==> src/hdl/sphere_triangle_subdivider_unit_assert.svh <==
// assertion macros for the sphere triangle subdivider
// used by the top level, which supplies i_clk and i_rst_n
`ifndef SPHERE_TRIANGLE_SUBDIVIDER_UNIT_ASSERT_SVH
`define SPHERE_TRIANGLE_SUBDIVIDER_UNIT_ASSERT_SVH

// same-cycle implication
`define SSD_ASSERT_NOW(lbl, ante, cons, msg) \
    lbl: assert property (@(posedge i_clk) disable iff (!i_rst_n) (ante) |-> (cons)) \
        else $error(msg);

// next-cycle implication
`define SSD_ASSERT_NEXT(lbl, ante, cons, msg) \
    lbl: assert property (@(posedge i_clk) disable iff (!i_rst_n) (ante) |=> (cons)) \
        else $error(msg);

`endif

==> src/hdl/ssd_pkg.sv <==
// shared types and constants of the sphere triangle subdivider
// no dependencies
`default_nettype none

package ssd_pkg;
    typedef logic [1:0] t_depth;

    localparam t_depth DEPTH_RESET = 2'd1;

    // magnitude limit before squaring, square and sum-of-squares widths
    localparam int WIDE_BITS = 30;
    localparam int SQ_BITS   = 60;
    localparam int SUM_BITS  = 62;
endpackage

`default_nettype wire

==> src/hdl/ssd_front.sv <==
// front end: takes triangles, tags each with its clamped subdivision depth,
// and holds them in a two-entry queue for the back end; depends on ssd_pkg
`default_nettype none

module ssd_front import ssd_pkg::*; #(
    parameter int CB        = 16,
    parameter int MAX_DEPTH = 2
) (
    input  logic                 i_clk,
    input  logic                 i_rst_n,
    input  logic                 push,
    output logic                 full,
    input  logic signed [CB-1:0] i_tri [3][3],
    input  t_depth               i_depth,
    output logic                 o_q_empty,
    input  logic                 i_q_pop,
    output logic signed [CB-1:0] o_tri [3][3],
    output t_depth               o_lvl
);
    logic signed [CB-1:0] r_q_tri [2][3][3];
    t_depth               r_q_lvl [2];
    logic                 r_wp;
    logic                 r_rp;
    logic [1:0]           r_cnt;
    logic                 push_ok;
    logic                 pop_ok;
    t_depth               lvl_clamp;

    assign full      = (r_cnt == 2'd2);
    assign o_q_empty = (r_cnt == 2'd0);
    assign push_ok   = push && !full;
    assign pop_ok    = i_q_pop && !o_q_empty;
    assign lvl_clamp = (i_depth > t_depth'(MAX_DEPTH)) ? t_depth'(MAX_DEPTH) : i_depth;
    assign o_tri     = r_q_tri[r_rp];
    assign o_lvl     = r_q_lvl[r_rp];

    always_ff @(posedge i_clk) begin
        if (push_ok) begin
            r_q_tri[r_wp] <= i_tri;
            r_q_lvl[r_wp] <= lvl_clamp;
        end
    end

    always_ff @(posedge i_clk) begin
        if (!i_rst_n) begin
            r_wp  <= 1'b0;
            r_rp  <= 1'b0;
            r_cnt <= 2'd0;
        end else begin
            if (push_ok) r_wp <= ~r_wp;
            if (pop_ok)  r_rp <= ~r_rp;
            r_cnt <= r_cnt + 2'(push_ok) - 2'(pop_ok);
        end
    end
endmodule

`default_nettype wire

==> config.mk <==
export PLATFORM = sky130hd
export DESIGN_NAME = ssd_front
export DESIGN_NICKNAME = d
export VERILOG_FILES = /design/src/hdl/sphere_triangle_subdivider_unit_assert.svh /design/src/hdl/ssd_pkg.sv /design/src/hdl/ssd_front.sv
export SDC_FILE = /design/constraint.sdc
export NUM_CORES = 1
export LEC_CHECK = 0
export ABC_CLOCK_PERIOD_IN_PS = 12870
export BUFFER_PORTS_ARGS = -buffer_cell sky130_fd_sc_hd__buf_4
export CAP_MARGIN = 20
export CORE_MARGIN = 2
export CORE_UTILIZATION = 35
export DETAILED_ROUTE_END_ITERATION = 8
export PLACE_DENSITY = 0.68
export SYNTH_ARGS = -nofsm -noshare
export SYNTH_HDL_FRONTEND = slang
export SYNTH_SLANG_ARGS = --single-unit
==> constraint.sdc <==
create_clock -name i_clk -period 12.87 [get_ports i_clk]
set_input_delay 0.6435 -clock i_clk [delete_from_list [all_inputs] [get_ports i_clk]]
set_output_delay 0.6435 -clock i_clk [all_outputs]
set_load 0.01 [all_outputs]
Word-level counts from Yosys, hierarchy flattened
Memory sizes are Yosys's and may differ from the RTL's. A register that Yosys moved wholly into a read port is not among the register bits.
Cells that the tools add are included.
- reductions and logical operators: 5
- muxes and demuxes: 7
- order comparisons: 1
- equality and inequality tests: 1
- bitwise gates (word level): 2
- add/subtract/negate cells: 2
- operators by type and width (kind ; count):
    $mux 1 ; 6
    $add 2x1->2 ; 1
    $eq 2x2->1 const B ; 1
    $gt 2x2->1 const B ; 1
    $logic_and 1x1->1 ; 2
    $logic_not 1->1 ; 2
    $logic_not 2->1 ; 1
    $mux 2 ; 1
    $not 1->1 ; 2
    $sub 2x1->2 ; 1
- memories kept: 2
- word-level logic and storage cells: 23
- register bits after elaboration: 4
- output and inout bits: 148
- bits of input ports: 150
- memory bits (writable): 292
- memory list (name ; depth ; width ; rd ports ; clocked after Yosys merged registers in ; write ports ; RTL line ; text):
    r_q_tri ; 2 ; 144 ; 1 ; 1 ; 1 ; ssd_front.sv:20 ; logic signed [CB-1:0] r_q_tri [2][3][3];
    r_q_lvl ; 2 ; 2 ; 1 ; 1 ; 1 ; ssd_front.sv:21 ; t_depth r_q_lvl [2];

Depth between registers and ports, before layout
Gate-level depths: netlist (run 1).
- depth after elaboration: 5
- gate-level depth with buffers: 8
- depth with buffers taken out: 8

Worst setup path before layout (run 1)
OpenSTA, ideal clock, no wires.
- kind: input-to-reg
- start point: input push
- end point: memory r_q_lvl[0][0] (netlist bit) (enable)
- slack: 5.417 ns
- stages on the path: 2
- data required time: 12.217 ns
- arrival: 6.800 ns
- buffers on the path: 0
- setup time: 0.653 ns
- cell sequence: nand2_1 nor2_1
- longest elaborated chain between the ends: 3
- RTL lines (what ; RTL line ; text):
    start, declared ; ssd_front.sv:11 ; input logic push,
    $logic_and 1x1->1 ; ssd_front.sv:31 ; assign push_ok = push && !full;
    $mux 1 ; ssd_front.sv:38 ; if (push_ok) begin
    $mux 1 (implied by the code) ; ssd_front.sv:40 ; r_q_lvl[r_wp] <= lvl_clamp;
    end, declared ; ssd_front.sv:21 ;
Every way passes these cells.

==> results of run 1 <==
==> state kept, by name, indices dropped and copies added (netlist names), named ones only <==
| name | cells |
|---|---|
| r_rp | 1 |
| r_cnt | 2 |
| r_q_tri | 288 |
| r_q_lvl | 4 |
| r_wp | 1 |
==> cell type report <==
| type | instances | area, um^2 |
|---|---|---|
| Fill cell | 2608 | 16200 |
| Sequential cell | 297 | 8870 |
| Timing Repair Buffer | 303 | 2270 |
| Multi-Input combinational cell | 166 | 1790 |
| Clock buffer | 45 | 878 |
| Tap cell | 396 | 495 |
| Clock inverter | 12 | 61.3 |
| Inverter | 3 | 11.3 |
==> power by group <==
group / leakage, uW / switching (uW) / internal, uW / total, uW
clock network: 0.000464 / 340 / 470 / 809
logic: 0.00208 / 382 / 411 / 792
registers: 0.00277 / 43.0 / 1250 / 1290
total: 0.00531 / 764 / 2130 / 2890
==> cell families after synthesis <==
| kind of cell | synth area share |
|---|---|
| flops | 0.816 |
| fa+ha+maj | 0.00230 |
| xor+xnor | 0.00161 |
| mux | 0.152 |
| simple gates | 0.00634 |
| compound gates | 0.000691 |
| buf+inv | 0.0203 |
==> worst max-delay path, cell delays in order, from the launching register on <==
cell	delay, ps
dfxtp_4	510
buf_4	690
mux2_2	440
buf_4	150
==> synthesized netlist by cell type <==
cell type    n
and2_1       2
and3_1       1
buf_6        6
clkbuf_1     1
clkbuf_8    10
dfxtp_1      5
edfxtp_1   292
ha_1         2
inv_1        3
mux2_2     146
mux2i_1      1
nand2_1      2
nand2b_1     2
nor2_1       5
nor2b_1      1
nor3_1       1
o21a_1       1
xnor2_1      1
xor2_1       1
==> through the flow <==
| stage | hold slack (ps) | setup slack (ps) |
|---|---|---|
| floorplan | 455 | 5420 |
| global placement | 497 | 10320 |
| detailed placement | 512 | 10290 |
| CTS | 249 | 9720 |
| global route | 255 | 9640 |
| finish | 283 | 9780 |
==> path summary, 6_finish.rpt <==
path | end | slack [ps]
max reg2reg | r_q_tri[0][68]$_DFFE_PP_ | 10500
min | r_q_tri[0][137]$_DFFE_PP_ | 280
min reg2reg | r_rp$_SDFFE_PN0P_ | 520
max | o_tri[26] | 9780
==> metal layers <==
layer | global-route usage | wire length [um] | part of all wire | vias to the layer above
met5 | 0 | 0 | 0 | -
met4 | 0.0448 | 632 | 0.030 | 0
met3 | 0.0394 | 1730 | 0.082 | 48
met2 | 0.215 | 10400 | 0.49 | 207
met1 | 0.145 | 8400 | 0.40 | 2683
li1 | - | - | - | 2555
==> reports/metrics.csv, run 1 <==
metric,value,unit
status,"finished, final reports clean",
setup_viol,0,
slew_headroom,0.357,
power_density,201,nW/um^2
hold_depth,1,
dr.pass1.iters,4,
cts-root-buf,clkbuf_16,
finalInstanceArea,14400,um^2
post-route-util,0.470,
die_h,180,um
cts_setup_buffers,0,
vias,5493,
die_x,180,um
synth.area.top_cells,"edfxtp_1 81%, mux2_2 15%, clkbuf_8 1.3%",
htreeDepth,1,
vias_per_cell,4.50,
cts_tree,done,
startpoint_type,register,
finalClockSkew,13.5,ps
critPathMaxFanout,63,
ios,298,
synth_warnings,0,
hold_class,in -> reg,
tns,0,ps
layout_common_cells,"303 x buf_4, 292 x edfxtp_1, 146 x mux2_2",
cts_buffers,31,
clock.fmax,0.324,GHz
peakVddDrop,0.000156,V
port_buffers,297,
layout-drive-gt1-share,0.599,
worst_pin_slew,965,ps
worst_ep_required_time,12230,ps
cts_buffer_depth,3,
ys_seq_area_frac,0.816,
layout_commonest_cell,buf_4,
stdcell_count,1222,
route.detailed.drc,0,
cts_hold_buf,0,
grt_overflow,0,
track_usage,0.124,
grt_pass1_wl,32000,um
worstPathArrival,2450,ps
r2r-start,r_cnt[0]$_SDFF_PN0_,
cap_viol_max_count,0,
ys_types,19,
end_kind,output pin,
min_period,3090,ps
area_delta_synth_final,32.4,%
start_util,0.355,
dp_hpwl,13900,um
hp-start,i_tri[137],
grt_pass1_vias,5907,
die_area,32500,um^2
fin_total_pwr,2890,uW
syn_nets,635,
synth_top_area_cell,edfxtp_1,
netlist_area,10900,um^2
rows,64,
wirelength,21100,um
insertion_delay,540,ps
wire_per_inst,17.3,um
hold_viol,0,
dpl_cell_area,13400,um^2
drv_slew,0,
clkSinkCount,297,
clkSlewWorstSetupHoldPaths,60,ps
synth_cells,483,
nets,954,
drt-initial-drc-count,316,
grt_max_degree,69,
core-area,30600,um^2
dp_cells,1165,
worstRegToRegCells,4,
yosys.area.top_type_share,0.807,
worst-setup-path-type,reg -> out,
rsz0062_at_grt,false,
leakage,0.00531,uW
gp_congestion,0.723,
diodes,0,
antenna_found_initial,0,
synth_area_per_cell,22.5,um^2
postRouteAntennaNets,0,
fin_crit_sh,0.240,
cts_resized,0,
ys_ff_latch,297,
(Power assumes the default switching activity.)
==> run 2, diff against run 1 <==
--- a/config.mk
+++ b/config.mk
@@ -5,13 +5,14 @@
 export SDC_FILE = /design/constraint.sdc
 export NUM_CORES = 1
 export LEC_CHECK = 0
-export ABC_CLOCK_PERIOD_IN_PS = 12870
+export ABC_AREA = 1
+export ABC_CLOCK_PERIOD_IN_PS = 2490
 export BUFFER_PORTS_ARGS = -buffer_cell sky130_fd_sc_hd__buf_4
 export CAP_MARGIN = 20
 export CORE_MARGIN = 2
 export CORE_UTILIZATION = 35
 export DETAILED_ROUTE_END_ITERATION = 8
-export PLACE_DENSITY = 0.68
+export PLACE_DENSITY = 0.7
 export SYNTH_ARGS = -nofsm -noshare
 export SYNTH_HDL_FRONTEND = slang
 export SYNTH_SLANG_ARGS = --single-unit
==> constraint.sdc (replaced) <==
create_clock -name i_clk -period 2.49 [get_ports i_clk]
set_input_delay 0.1245 -clock i_clk [delete_from_list [all_inputs] [get_ports i_clk]]
set_output_delay 0.1245 -clock i_clk [all_outputs]
set_load 0.01 [all_outputs]
==> reports/metrics.csv, run 2 <==
metric,value,unit,change
cts_hold_buf,149,,was 0
nets,1116,,was 954
synth_cells,495,,was 483
post-route-util,0.527,,was 0.470
hold_class,in -> reg,,unchanged
critPathMaxFanout,65,,was 63
htreeDepth,1,,unchanged
p_clk_frac,0.314,,was 0.280
hold_viol,0,,unchanged
drt-initial-drc-count,350,,was 316
yosys.area.top_type_share,0.806,,was 0.807
worstPathArrival,1870,ps,was 2450 ps
clkSlewWorstSetupHoldPaths,60,ps,about the same
min_period,1990,ps,
grt_pass1_wl,36700,um,was 32000 um
end_kind,output pin,,unchanged
cts-root-buf,clkbuf_16,,unchanged
drv_slew,0,,unchanged
die_h,180,um,about the same
clock.fmax,0.502,GHz,
worst-setup-path-type,reg -> out,,unchanged
ios,298,,unchanged
multi_input_area,1780,um^2,was 1790 um^2
syn_nets,647,,was 635
async_flop_share,0,,unchanged
power_density,942,nW/um^2,was 201 nW/um^2
synth_ff_type,edfxtp_1,,unchanged
area_delta_synth_final,48.2,%,was 32.4%
dp_hpwl,14100,um,was 13900 um
clkSinkCount,297,,unchanged
netlist_area,10900,um^2,about the same
yosys.cell_count.top_type,edfxtp_1,,unchanged
slew_headroom,0.678,,was 0.357
worst_pin_slew,483,ps,was 965 ps
ys_seq_area_frac,0.815,,was 0.816
insertion_delay,560,ps,was 540 ps
die_area,32500,um^2,about the same
start_util,0.356,,was 0.355
die_x,180,um,about the same
finalClockSkew,10.6,ps,was 13.5 ps
peakVddDrop,0.000664,V,was 0.000156 V
rsz0062_at_grt,false,,unchanged
cts_buffer_depth,3,,unchanged
route.detailed.drc,0,,unchanged
ys_ff_latch,297,,unchanged
wirelength,23500,um,was 21100 um
grt_max_degree,80,,was 69
stdcell_count,1387,,was 1222
layout_common_cells,"298 x buf_4, 292 x edfxtp_1, 149 x dlygate4sd3_1",,"was 303 x buf_4, 292 x edfxtp_1, 146 x mux2_2"
grt_overflow,0,,unchanged
layout-drive-gt1-share,0.515,,was 0.599
status,"finished, final reports clean",,unchanged
tns,0,ps,unchanged
core-area,30600,um^2,unchanged
top_register,r_q_tri,,unchanged
track_usage,0.141,,was 0.124
synth-edff-count,292,,unchanged
grt_pass1_vias,6873,,was 5907
startpoint_type,register,,unchanged
cts_resized,0,,unchanged
p_sw,3900,uW,was 764 uW
vias_per_cell,4.48,,was 4.50
port_buffers,297,,unchanged
vias,6216,,was 5493
gp_congestion,0.741,,was 0.723
synth_commonest_cells,"292 x edfxtp_1, 146 x mux2_2, 10 x clkbuf_8, 10 x inv_1",,"was 292 x edfxtp_1, 146 x mux2_2, 10 x clkbuf_8"
dp_cells,1178,,was 1165
synth_warnings,0,,unchanged
fin_crit_sh,0.800,,
wire_per_inst,16.9,um,was 17.3 um
antenna_found_initial,2,,was 0
synth_area_per_cell,22.0,um^2,was 22.5 um^2
setup_viol,0,,unchanged
power.share.sequential,0.428,,was 0.447
seq_area,8870,um^2,about the same
reg_top3,"r_q_tri x288, r_q_lvl x4, r_cnt x2",,unchanged
postRouteAntennaNets,0,,unchanged
cts_buffers,31,,unchanged
cts_tree,done,,unchanged
intPower,11300,uW,was 2130 uW
n_fill_cell,2410,,was 2608
p_sw_frac,0.257,,was 0.264
combinationalPowerShare,0.257,,was 0.274
worst_ep_required_time,2370,ps,was 12230 ps
largest_reg_flops,288,,unchanged
layout_commonest_cell,buf_4,,unchanged
synth_top_area_cell,edfxtp_1,,unchanged
synth.area.top_cells,"edfxtp_1 81%, mux2_2 15%, clkbuf_8 1.3%",,unchanged
dr.pass1.iters,4,,unchanged
cts_setup_buffers,0,,unchanged
cap_viol_max_count,0,,unchanged
rows,64,,unchanged
ys_types,12,,was 19
leakage,0.00605,uW,was 0.00531 uW
run 2: cell types whose count changed after synthesis, sizes merged, moves of 2 or more:
cell    before  now
a21oi        0    2
and2         2    0
inv          3   10
nand2        2    9
nand2b       2    0
nand3        0    3
nor2         5    9
run 2: layer usage:
metal,vias to the layer above,global-route usage,share of wire
met3,54,0.0392,0.071
met1,3036,0.165,0.39
met5,-,0,0
met4,0,0.0539,0.033
li1,2894,-,-
met2,232,0.245,0.51
run 2: logic make-up after synthesis:
logic type | share of synthesized area
AOI/OAI and AO/OA | 0.000920
adders and majority gates | 0.00230
and+or+nand+nor | 0.00759
DFF | 0.815
buffers and inverters | 0.0227
muxes | 0.151
run 2: final timing paths:
check / slack (ps) / cells after the start / to / startpoint
worst max-delay path: 500 / 3 / o_tri[94] / register
worst max register to register: 960 / 5 / r_q_tri[1][54]$_DFFE_PP_ / r_cnt[0]$_SDFF_PN0_
worst min register to register: 500 / 2 / register / r_rp$_SDFFE_PN0P_
worst min-delay path: 280 / 2 / r_q_tri[1][26]$_DFFE_PP_ / i_tri[26]
run 2: metrics by stage:
stage / instance area (um^2) / worst slack, ps / hold WS, ps / total power (uW)
2_1_floorplan: 10900 / -604 / 218 / 8670
3_3_place_gp: 13600 / 1010 / 309 / 10300
3_5_place_dp: 13600 / 958 / 312 / 10400
4_1_cts: 16100 / 472 / 264 / 15400
5_1_grt: 16100 / 418 / 264 / 15900
6_report: 16100 / 497 / 285 / 15200
run 2: worst max-delay path, cell delays in order, from the launching register on:
cell and delay [ps]:
dfxtp_4 380, buf_12 310, mux2_2 410, buf_4 150
run 2: area by class of cell:
class | instances | area share
antenna | 2 | 0.000311
clock buffer | 36 | 0.0493
clock inverter | 22 | 0.0168
inverter | 10 | 0.00256
multi-input combinational | 171 | 0.111
sequential | 297 | 0.551
tap | 396 | 0.0307
timing repair buffer | 453 | 0.239
run 2: power by group through the flow:
stage               clock [uW]  sequential [uW]  combinational, uW
detailed placement           0             6610               3740
global placement             0             6570               3720
floorplan                    0             6610               2070
CTS                       4890             6510               3960
global route              5110             6570               4190
finish                    4770             6510               3910
